## src/design/bme_pkg.sv

```systemverilog
// ============================================================================
// bme_pkg
// Types, constants and helper functions shared by the bitset membership
// engine.
// ============================================================================
package bme_pkg;

    localparam int WORD_W        = 64;
    localparam int NUM_WORDS_DEF = 64;
    localparam int IDX_W         = 6;
    localparam int POS_W         = 6;
    localparam int BIT_IDX_W     = 12;
    localparam int IDX_EXT_W     = 11;
    localparam int COUNT_W       = 13;
    localparam int POPC_W        = 7;
    localparam int ACTION_W      = 3;

    localparam logic [COUNT_W-1:0] COUNT_MAX = '1;

    localparam int S_TDATA_W = 88;
    localparam int S_TUSER_W = ACTION_W;
    localparam int M_TDATA_W = 24;
    localparam int RES_W     = 17;

    localparam int QUEUE_DEPTH = 2;
    localparam int QPTR_W      = 1;

    localparam logic [ACTION_W-1:0] ACT_TEST  = 3'd0;
    localparam logic [ACTION_W-1:0] ACT_SET   = 3'd1;
    localparam logic [ACTION_W-1:0] ACT_CLEAR = 3'd2;
    localparam logic [ACTION_W-1:0] ACT_OR    = 3'd3;
    localparam logic [ACTION_W-1:0] ACT_QUERY = 3'd4;
    localparam logic [ACTION_W-1:0] ACT_ENUM  = 3'd5;

    typedef enum logic [2:0] {
        OP_TEST,
        OP_SET,
        OP_CLEAR,
        OP_OR,
        OP_QUERY,
        OP_ENUM,
        OP_NOP
    } t_op;

    typedef struct packed {
        t_op               op;
        logic              oor;
        logic [IDX_W-1:0]  word_idx;
        logic [POS_W-1:0]  bit_pos;
        logic [WORD_W-1:0] value;
    } t_cmd;

    typedef struct packed {
        logic                 member_valid;
        logic [BIT_IDX_W-1:0] member_index;
        logic                 at_least_two;
        logic                 is_empty;
        logic                 oor;
        logic                 flag;
    } t_result;

    typedef enum logic [1:0] {
        ST_SWEEP,
        ST_FETCH,
        ST_EXEC,
        ST_ENUM
    } t_bstate;

    function automatic logic [POS_W-1:0] lowest_bit(input logic [WORD_W-1:0] x_in);
        logic [WORD_W-1:0] x;
        logic [POS_W-1:0]  n;
        x = x_in;
        n = '0;
        if ((x & 64'hFFFF_FFFF) == '0) begin
            x = x >> 32;
            n = n + POS_W'(32);
        end
        if ((x & 64'hFFFF) == '0) begin
            x = x >> 16;
            n = n + POS_W'(16);
        end
        if ((x & 64'hFF) == '0) begin
            x = x >> 8;
            n = n + POS_W'(8);
        end
        if ((x & 64'hF) == '0) begin
            x = x >> 4;
            n = n + POS_W'(4);
        end
        if ((x & 64'h3) == '0) begin
            x = x >> 2;
            n = n + POS_W'(2);
        end
        if ((x & 64'h1) == '0) begin
            n = n + POS_W'(1);
        end
        return n;
    endfunction

    function automatic logic [POPC_W-1:0] popcount(input logic [WORD_W-1:0] x);
        logic [WORD_W-1:0] a;
        logic [WORD_W-1:0] b;
        logic [WORD_W-1:0] c;
        logic [WORD_W-1:0] d;
        logic [WORD_W-1:0] e;
        logic [WORD_W-1:0] f;
        a = (x & 64'h5555_5555_5555_5555) + ((x >> 1) & 64'h5555_5555_5555_5555);
        b = (a & 64'h3333_3333_3333_3333) + ((a >> 2) & 64'h3333_3333_3333_3333);
        c = (b & 64'h0F0F_0F0F_0F0F_0F0F) + ((b >> 4) & 64'h0F0F_0F0F_0F0F_0F0F);
        d = (c & 64'h00FF_00FF_00FF_00FF) + ((c >> 8) & 64'h00FF_00FF_00FF_00FF);
        e = (d & 64'h0000_FFFF_0000_FFFF) + ((d >> 16) & 64'h0000_FFFF_0000_FFFF);
        f = (e & 64'h0000_0000_FFFF_FFFF) + (e >> 32);
        return f[POPC_W-1:0];
    endfunction

endpackage

```

## src/design/bme_front.sv

```systemverilog
// ============================================================================
// bme_front
// Accepts input transactions and classifies them into commands: decodes the
// action, picks the word slot and checks it against capacity.
// ============================================================================
module bme_front
    import bme_pkg::*;
#(
    parameter int NUM_WORDS = NUM_WORDS_DEF
) (
    input  logic                 s_tvalid,
    output logic                 s_tready,
    // bit_index[11:0], word_index[17:12], word_value[81:18], zero pad
    input  logic [S_TDATA_W-1:0] s_tdata,
    // action[2:0]
    input  logic [S_TUSER_W-1:0] s_tuser,
    input  logic                 i_q_full,
    output logic                 o_push,
    output t_cmd                 o_cmd
);

    localparam logic [IDX_EXT_W-1:0] NW = IDX_EXT_W'(NUM_WORDS);

    logic [BIT_IDX_W-1:0] bit_index;
    logic [IDX_W-1:0]     word_index;
    logic [IDX_W-1:0]     sel_idx;
    logic                 idx_oor;

    assign bit_index  = s_tdata[11:0];
    assign word_index = s_tdata[17:12];

    assign s_tready = !i_q_full;
    assign o_push   = s_tvalid && !i_q_full;

    always_comb begin
        o_cmd.op  = OP_NOP;
        sel_idx   = word_index;
        unique case (s_tuser)
            ACT_TEST: begin
                o_cmd.op = OP_TEST;
                sel_idx  = bit_index[11:6];
            end
            ACT_SET: begin
                o_cmd.op = OP_SET;
                sel_idx  = bit_index[11:6];
            end
            ACT_CLEAR: o_cmd.op = OP_CLEAR;
            ACT_OR:    o_cmd.op = OP_OR;
            ACT_QUERY: o_cmd.op = OP_QUERY;
            ACT_ENUM:  o_cmd.op = OP_ENUM;
            default:   o_cmd.op = OP_NOP;
        endcase
        idx_oor = IDX_EXT_W'(sel_idx) >= NW;
        o_cmd.oor = idx_oor && (o_cmd.op == OP_TEST || o_cmd.op == OP_SET ||
                                o_cmd.op == OP_OR || o_cmd.op == OP_ENUM);
        o_cmd.word_idx = sel_idx;
        o_cmd.bit_pos  = bit_index[5:0];
        o_cmd.value    = s_tdata[81:18];
    end

endmodule

```

## config.mk

```make
export PLATFORM = sky130hd
export DESIGN_NAME = bme_front
export DESIGN_NICKNAME = d
export VERILOG_FILES = /design/src/design/bme_pkg.sv /design/src/design/bme_front.sv
export SDC_FILE = /design/constraint.sdc
export NUM_CORES = 1
export LEC_CHECK = 0
export BUFFER_PORTS_ARGS = -buffer_cell sky130_fd_sc_hd__buf_2
export CAP_MARGIN = 20
export CORE_AREA = 2 2 68 70
export DETAILED_ROUTE_END_ITERATION = 10
export DIE_AREA = 0 0 70 72
export GPL_TIMING_DRIVEN = 0
export PLACE_DENSITY = 0.72
export SYNTH_ARGS = -nofsm -noshare
export SYNTH_HDL_FRONTEND = slang
export SYNTH_SLANG_ARGS = --single-unit
```

## constraint.sdc

```tcl
create_clock -name vclk -period 0.8
set_input_delay 0.08 -clock vclk [all_inputs]
set_output_delay 0.08 -clock vclk [all_outputs]
set_load 0.01 [all_outputs]
```

==> flow_metrics.tcl <==
set metrics [dict create \
    syn2layout_area_growth_pct 99.8 \
    pin_count 175 \
    die_x_um 70 \
    finalCritPeriodShare_pct 119 \
    ys_warn_count 0 \
    crit_fanout 6 \
    dr_total_vias 809 \
    required_ns 0.72 \
    setup-violations-final 6 \
    violations "setup timing" \
    grt_use_total_pct 7.12 \
    vias_per_cell 3.44 \
    fin_nets 278 \
    status "complete, but fails checks" \
    synth_cells 84 \
    drv_slew 0 \
    first_pass_iters 2 \
    synth_cell_types 8 \
    port_buffers 98 \
    cap_violations 0 \
    fmax_ghz 1.05 \
    yosys-top-cells-area "buf_4 (83%), mux2_2 (11%), nor2_4 (1.8%)" \
    start_kind "primary input" \
    gp_congestion 0.703 \
    post-place-ws_ns -0.164 \
    grt_overflow 0 \
    drt_iter0_drc 3 \
    antennaDiodeCount 0 \
    fillCellCount 446 \
    die_area_mm2 0.00504 \
    min_path_type "primary input to output port" \
    path_class "primary input to output port" \
    period_needed_ns 0.952 \
    grt_max_degree 7 \
    drive_gt1_share_pct 96.7 \
    drt_wl_total_um 2290 \
    dp.cells 234 \
    regArea_um2 0 \
    grt_antenna_before_repair 2 \
    initial_core_util_pct 15.0 \
    p_per_area_mw_per_mm2 576 \
    multi_input_area_um2 119 \
    row_count 24 \
    grt_pass1_vias 682 \
    routedWlPerCell_um 9.75 \
    synth_area_leader_cell "buf_4" \
    synthesis.area_um2 641 \
    synth_common_cells "buf_4 (71), mux2_2 (6), clkbuf_1 (2)" \
    yosysTopAreaCellShare_pct 83.2 \
    syn_area_per_cell_um2 7.63 \
    cp.arrival_ns 0.87 \
    max-vdd-ir-drop_mv 0.189 \
    final_cell_count_no_fill 235 \
    report.final.hold_viol_count 0 \
    antenna_left 0 \
    cp-end-kind "output port" \
    synth_nets 177 \
    flops_and_latches 0 \
    yosysMostFrequentCell "buf_4" \
    core_area_mm2 0.00426 \
    rsz0062_at_grt "true" \
    grt_first_pass_wirelength_um 2960 \
    drc 0 \
    leakage_nw 0.815 \
    fin_ws_ns -0.152 \
    n_clock_buffer 0 \
    die_h_um 72 \
    seq_area_frac_synth_pct 0 \
]
-- area by class of cell --
class / instances / area share, %
buffer: 73 / 42.2
inverter: 1 / 0.293
multi-input combinational: 10 / 9.29
tap: 52 / 5.08
timing repair buffer: 99 / 43.1
-- through the flow --
step	utilization [%]	hold WS [ns]	instance area (um^2)	total power, mW	TNS, ns
6_report	30.0	0.343	1280	0.737	-0.858
3_3_place_gp	28.1	0.344	1200	0.673	-0.931
2_1_floorplan	-	0.204	641	0.429	0
4_1_cts	30.0	0.344	1280	0.743	-0.849
3_5_place_dp	28.1	0.344	1200	0.680	-0.960
5_1_grt	30.0	0.346	1280	0.787	-1.02
-- cells in the final DEF (no fill, tap or decap) --
cell	instances
clkbuf_1	2
buf_2	90
buf_4	72
buf_8	1
mux2_4	6
nor2b_1	1
conb_1	1
buf_6	7
a21boi_0	1
nor2_4	1
inv_1	1
-- routing by layer --
| metal | vias to the layer above | global-route usage, % | wire length, um |
|---|---|---|---|
| met1 | 320 | 6.52 | 551 |
| met3 | 4 | 2.92 | 433 |
| met4 | 4 | 0 | 2 |
| met5 | - | 0 | 27 |
| li1 | 381 | - | - |
| met2 | 100 | 15.3 | 1280 |
-- cells by family (layout without fill, tap and decap cells) --
group / Yosys count / count (layout) / share of synthesized area [%]
buf+inv: 74 / 173 / 85.0
other cells: 1 / 1 / 0.585
compound gates: 1 / 1 / 1.17
mux: 6 / 6 / 10.5
simple gates: 2 / 2 / 2.73
-- what timing repair did --
item	CTS	global route
buffers inserted	1	0
resized for setup	17	0
pin swaps	1	0
cloned	0	0
hold buffers	0	0
setup endpoints to repair	6	6
-- critical path: stages --
cell and delay, ns:
buf_8 0.10, nor2_4 0.23, mux2_4 0.34, buf_6 0.12
-- path summary, 6_finish.rpt --
path	startpoint	to	slack, ns	cells past startpoint
min	s_tdata[34]	o_cmd[16]	0.34	2
max	s_tuser[2]	o_cmd[70]	-0.15	4
-- report_power, final --
group / internal [mW] / leakage, nW / switching (mW)
Combinational: 0.469 / 0.815 / 0.268
Sequential: 0 / 0 / 0
Clock: 0 / 0 / 0
Total: 0.469 / 0.815 / 0.268
Note: power is estimated with default switching activity, not from simulation.
