==> src/design/bme_pkg.sv <==
// ============================================================================
// bme_pkg
// Types, constants and helper functions shared by the bitset membership
// engine.
// ============================================================================
package bme_pkg;

    localparam int WORD_W        = 64;
    localparam int NUM_WORDS_DEF = 64;
    localparam int IDX_W         = 6;
    localparam int POS_W         = 6;
    localparam int BIT_IDX_W     = 12;
    localparam int IDX_EXT_W     = 11;
    localparam int COUNT_W       = 13;
    localparam int POPC_W        = 7;
    localparam int ACTION_W      = 3;

    localparam logic [COUNT_W-1:0] COUNT_MAX = '1;

    localparam int S_TDATA_W = 88;
    localparam int S_TUSER_W = ACTION_W;
    localparam int M_TDATA_W = 24;
    localparam int RES_W     = 17;

    localparam int QUEUE_DEPTH = 2;
    localparam int QPTR_W      = 1;

    localparam logic [ACTION_W-1:0] ACT_TEST  = 3'd0;
    localparam logic [ACTION_W-1:0] ACT_SET   = 3'd1;
    localparam logic [ACTION_W-1:0] ACT_CLEAR = 3'd2;
    localparam logic [ACTION_W-1:0] ACT_OR    = 3'd3;
    localparam logic [ACTION_W-1:0] ACT_QUERY = 3'd4;
    localparam logic [ACTION_W-1:0] ACT_ENUM  = 3'd5;

    typedef enum logic [2:0] {
        OP_TEST,
        OP_SET,
        OP_CLEAR,
        OP_OR,
        OP_QUERY,
        OP_ENUM,
        OP_NOP
    } t_op;

    typedef struct packed {
        t_op               op;
        logic              oor;
        logic [IDX_W-1:0]  word_idx;
        logic [POS_W-1:0]  bit_pos;
        logic [WORD_W-1:0] value;
    } t_cmd;

    typedef struct packed {
        logic                 member_valid;
        logic [BIT_IDX_W-1:0] member_index;
        logic                 at_least_two;
        logic                 is_empty;
        logic                 oor;
        logic                 flag;
    } t_result;

    typedef enum logic [1:0] {
        ST_SWEEP,
        ST_FETCH,
        ST_EXEC,
        ST_ENUM
    } t_bstate;

    function automatic logic [POS_W-1:0] lowest_bit(input logic [WORD_W-1:0] x_in);
        logic [WORD_W-1:0] x;
        logic [POS_W-1:0]  n;
        x = x_in;
        n = '0;
        if ((x & 64'hFFFF_FFFF) == '0) begin
            x = x >> 32;
            n = n + POS_W'(32);
        end
        if ((x & 64'hFFFF) == '0) begin
            x = x >> 16;
            n = n + POS_W'(16);
        end
        if ((x & 64'hFF) == '0) begin
            x = x >> 8;
            n = n + POS_W'(8);
        end
        if ((x & 64'hF) == '0) begin
            x = x >> 4;
            n = n + POS_W'(4);
        end
        if ((x & 64'h3) == '0) begin
            x = x >> 2;
            n = n + POS_W'(2);
        end
        if ((x & 64'h1) == '0) begin
            n = n + POS_W'(1);
        end
        return n;
    endfunction

    function automatic logic [POPC_W-1:0] popcount(input logic [WORD_W-1:0] x);
        logic [WORD_W-1:0] a;
        logic [WORD_W-1:0] b;
        logic [WORD_W-1:0] c;
        logic [WORD_W-1:0] d;
        logic [WORD_W-1:0] e;
        logic [WORD_W-1:0] f;
        a = (x & 64'h5555_5555_5555_5555) + ((x >> 1) & 64'h5555_5555_5555_5555);
        b = (a & 64'h3333_3333_3333_3333) + ((a >> 2) & 64'h3333_3333_3333_3333);
        c = (b & 64'h0F0F_0F0F_0F0F_0F0F) + ((b >> 4) & 64'h0F0F_0F0F_0F0F_0F0F);
        d = (c & 64'h00FF_00FF_00FF_00FF) + ((c >> 8) & 64'h00FF_00FF_00FF_00FF);
        e = (d & 64'h0000_FFFF_0000_FFFF) + ((d >> 16) & 64'h0000_FFFF_0000_FFFF);
        f = (e & 64'h0000_0000_FFFF_FFFF) + (e >> 32);
        return f[POPC_W-1:0];
    endfunction

endpackage

==> src/design/bme_queue.sv <==
// ============================================================================
// bme_queue
// Short command queue between the front and the back.
// ============================================================================
module bme_queue
    import bme_pkg::*;
(
    input  logic i_clk,
    input  logic i_rst_n,
    input  logic i_push,
    input  t_cmd i_cmd,
    output logic o_full,
    input  logic i_pop,
    output t_cmd o_cmd,
    output logic o_empty
);

    t_cmd              r_mem [QUEUE_DEPTH];
    logic [QPTR_W-1:0] r_wr_ptr;
    logic [QPTR_W-1:0] r_rd_ptr;
    logic [QPTR_W:0]   r_count;
    logic              do_push;
    logic              do_pop;

    assign o_full  = r_count == (QPTR_W+1)'(QUEUE_DEPTH);
    assign o_empty = r_count == '0;
    assign o_cmd   = r_mem[r_rd_ptr];
    assign do_push = i_push && !o_full;
    assign do_pop  = i_pop && !o_empty;

    always_ff @(posedge i_clk) begin
        if (do_push) begin
            r_mem[r_wr_ptr] <= i_cmd;
        end
    end

    always_ff @(posedge i_clk) begin
        if (!i_rst_n) begin
            r_wr_ptr <= '0;
            r_rd_ptr <= '0;
            r_count  <= '0;
        end else begin
            if (do_push) begin
                r_wr_ptr <= r_wr_ptr + QPTR_W'(1);
            end
            if (do_pop) begin
                r_rd_ptr <= r_rd_ptr + QPTR_W'(1);
            end
            if (do_push && !do_pop) begin
                r_count <= r_count + (QPTR_W+1)'(1);
            end else if (do_pop && !do_push) begin
                r_count <= r_count - (QPTR_W+1)'(1);
            end
        end
    end

endmodule

==> config.mk <==
export PLATFORM = sky130hd
export DESIGN_NAME = bme_queue
export DESIGN_NICKNAME = d
export VERILOG_FILES = /design/src/design/bme_pkg.sv /design/src/design/bme_queue.sv
export SDC_FILE = /design/constraint.sdc
export NUM_CORES = 1
export LEC_CHECK = 0
export ABC_AREA = 1
export BUFFER_PORTS_ARGS = -buffer_cell sky130_fd_sc_hd__buf_2
export CAP_MARGIN = 30
export CORE_MARGIN = 2
export CORE_UTILIZATION = 50
export DETAILED_ROUTE_END_ITERATION = 16
export GPL_TIMING_DRIVEN = 0
export HOLD_SLACK_MARGIN = 0.06
export PLACE_DENSITY = 0.8
export SLEW_MARGIN = 20
export SYNTH_ARGS = -nofsm -noshare
export SYNTH_HDL_FRONTEND = slang
export SYNTH_SLANG_ARGS = --single-unit
export TNS_END_PERCENT = 20
==> constraint.sdc <==
create_clock -name i_clk -period 5.2 [get_ports i_clk]
set_clock_uncertainty 0.2 [all_clocks]
set_input_delay 0.78 -clock i_clk [delete_from_list [all_inputs] [get_ports i_clk]]
set_output_delay 0.78 -clock i_clk [all_outputs]
set_load 0.01 [all_outputs]
==> metrics.md <==
| Metric | Value |
|---|---|
| Final setup margin | `2.64 ns` |
| Fillcell total | `845` |
| CP max-delay cell | `dfxtp_1` |
| Tightest Pin Transition | `0.560 ns` |
| Largest net degree at the start of global routing | `26` |
| Setup repair bufs after CTS | `0` |
| Global Route Usage Sum | `16.2%` |
| Startpoint Class | `flop` |
| Slew Viols, Final | `0` |
| Sequential-to-total area share from yosys stat | `76.4%` |
| VDD IR max | `275 µV` |
| Cts repair resizes | `0` |
| Pre-CTS setup slack | `2.95 ns` |
| Root Driver | `clkbuf_16` |
| P per Cell Area | `491 nW/µm²` |
| Static Leak | `3.28 nW` |
| DRC violations left | `0` |
| RSZ-0062 raised after global routing | `no` |
| Post-DRT Antenna Nets | `0` |
| Largest area contributor in the netlist | `edfxtp_1` |
| Highest clock rate | `391 MHz` |
| DR WL/cell | `16.2 µm` |
| CP cell instances | `buf_6 -> buf_12 -> mux2_4 -> buf_2` |
| Pre-Repair DR Iteration Count | `6` |
| Worst-path clk slew | `0.05 ns` |
| Final Power | `4.04 mW` |
| I/O pin count | `166` |
| Synth Cell Area | `6420 µm²` |
| Final Critical Period | `2.56 ns` |
| Final net count | `562` |
| Relative slew slack | `62.6%` |
| Initial antenna violation count | `0` |
| FF+latch count, synth | `165` |
| Max_cap viols | `0` |
| Layout Area Growth over Synthesis | `28.0%` |
| # clock sinks | `165` |
| Core box area | `12600 µm²` |
| Layout cell share with drive strength beyond 1 | `58.7%` |
| Final Cycle Share | `49.2%` |
| Worst Setup End Kind | `output pin` |
| Total number of vias | `3194` |
| Number of buffers created by CTS | `17` |
| FF-to-FF End | `r_mem[0][11]` |
| HP Start | `r_rd_ptr` |
| CTS tree | `done` |
| Die Wd | `117 µm` |
| YS warnings | `0` |
| Delay-heaviest family, CP | `buffers and inverters` |
| Slowest stage delay, CP | `0.32 ns` |
| Post-Synthesis Cells | `287` |
| # setup viols final | `0` |
| Die area | `13800 µm²` |
| Hold Path Depth | `2` |
| Post-cts hold buffer count | `0` |
| R2r setup slk | `3.41 ns` |
| Synth cell types | `14` |
| Iter 0 DRT Violations | `159` |
| Final Hold Vio Count | `0` |
| Status | `completed` |
| IO buf count | `165` |
| Mean Syn Cell Area | `22.4 µm²` |
| Gpl congestion | `0.710` |
| Reg2Reg Launch Point | `r_count[0]` |
| Antenna cell count | `0` |
| Top post-synthesis cells by area | `edfxtp_1, mux2_4, buf_12, dfxtp_1, nor2_1` |
| Crit Path Max Fanout | `10` |
| Crit path kind | `reg2out` |
| Row cnt | `41` |
| Post-synth top area share | `74.8%` |
| Htree depth | `4` |
| Global-route wire length before repair | `16800 µm` |
| Final WL | `10700 µm` |
| Final core utilization | `65.4%` |
| Final global-route overflow total | `0` |
| Post-Syn Nets | `372` |
| Clk_lat worst skew | `0.41 ns` |
| WP data required | `4.22 ns` |
| Buf/Inv on CP | `3` |
| Vias/cell | `4.83` |
| Hold Path Class | `reg2reg` |
| Worst r2r path cells | `3` |
| Vias in the first global route | `3385` |
| Die Height | `117 µm` |
| Initial Util | `51.1%` |
| Post-DP HPWL | `7420 µm` |
| Worst Path Arrival | `1.58 ns` |
| Clock buffer depth | `2` |
-- worst max path at each step --
stage,startpoint,end,slack (ns),cells after the start
CTS,flop,o_cmd[57],2.60,4
global route,flop,o_cmd[79],2.56,4
detailed placement,i_push,r_mem[0][32],2.95,4
global placement,i_push,r_mem[1][33],-1.59,3
finish,flop,o_cmd[57],2.64,4
floorplan,i_push,r_mem[0][0],0.30,2
-- worst min-delay path, stage by stage (launching register included) --
cell and delay (ns):
dfxtp_1 0.34, nor2_1 0.06, nor2_1 0.09
-- layout by cell type, fill, tap and decap left out --
master,count
buf_2,165
edfxtp_1,160
mux2_4,80
clkbuf_16,17
buf_12,10
inv_1,9
nor2_1,9
nand2_1,6
dfxtp_1,5
clkinv_1,5
bufinv_16,4
buf_16,4
nor2_4,2
o21ai_0,2
clkbuf_1,2
o21ai_2,1
buf_6,1
a21oi_1,1
nand3_1,1
nand4_1,1
ha_1,1
clkinv_2,1
clkinvlp_4,1
inv_6,1
-- metrics by stage --
stage	cell area [µm²]	hold WS, ns	setup TNS, ns	cells
floorplan	6420	0.267	0	287
global placement	7460	0.279	-254.53	624
detailed placement	7630	0.310	0	630
CTS	8220	0.332	0	661
global route	8220	0.333	0	661
finish	8220	0.328	0	661
-- metal layers --
metal | up-vias | track usage (%) | routed length (µm)
li1 | 1496 | - | -
met1 | 1570 | 17.7 | 4130
met2 | 112 | 28.2 | 5600
met3 | 16 | 6.27 | 771
met4 | 0 | 6.85 | 199
met5 | - | 0 | 0
-- flip-flops by register name, summed over array words and instances (netlist names), named ones only --
signal    count
r_count       2
r_mem       160
r_rd_ptr      1
r_wr_ptr      1
-- report_power, final --
group	switching, mW	total, mW	leakage, nW	internal [mW]
registers	0.0514	1.73	1.53	1.68
logic	0.492	1.05	1.46	0.562
clock network	0.460	1.25	0.285	0.792
-- cells in the mapped netlist --
| cell type | number |
|---|---|
| nand3_1 | 1 |
| dfxtp_1 | 5 |
| buf_12 | 8 |
| o21ai_2 | 1 |
| a21oi_1 | 1 |
| edfxtp_1 | 160 |
| buf_6 | 1 |
| nand2_1 | 6 |
| nor2_1 | 11 |
| ha_1 | 1 |
| nand4_1 | 1 |
| mux2_4 | 80 |
| o21ai_0 | 2 |
| inv_1 | 9 |
-- logic make-up after synthesis --
logic type / share of synthesized area, %
AO/OA/AOI/OAI: 0.370
adder cells (fa/ha/maj): 0.195
buffers and inverters: 3.19
flip-flops: 76.4
multiplexers: 18.7
AND/OR/NAND/NOR: 1.17
-- cell type report --
| cell class | count | area (µm²) | area share (%) |
|---|---|---|---|
| Inverter | 9 | 33.8 | 0.411 |
| Clock inverter | 12 | 160 | 1.95 |
| Clock buffer | 19 | 433 | 5.27 |
| Sequential cell | 165 | 4900 | 59.7 |
| Tap cell | 172 | 215 | 2.62 |
| Timing Repair Buffer | 171 | 976 | 11.9 |
| Buffer | 9 | 171 | 2.08 |
| Multi-Input combinational cell | 104 | 1330 | 16.1 |
(Power assumes the default switching activity.)
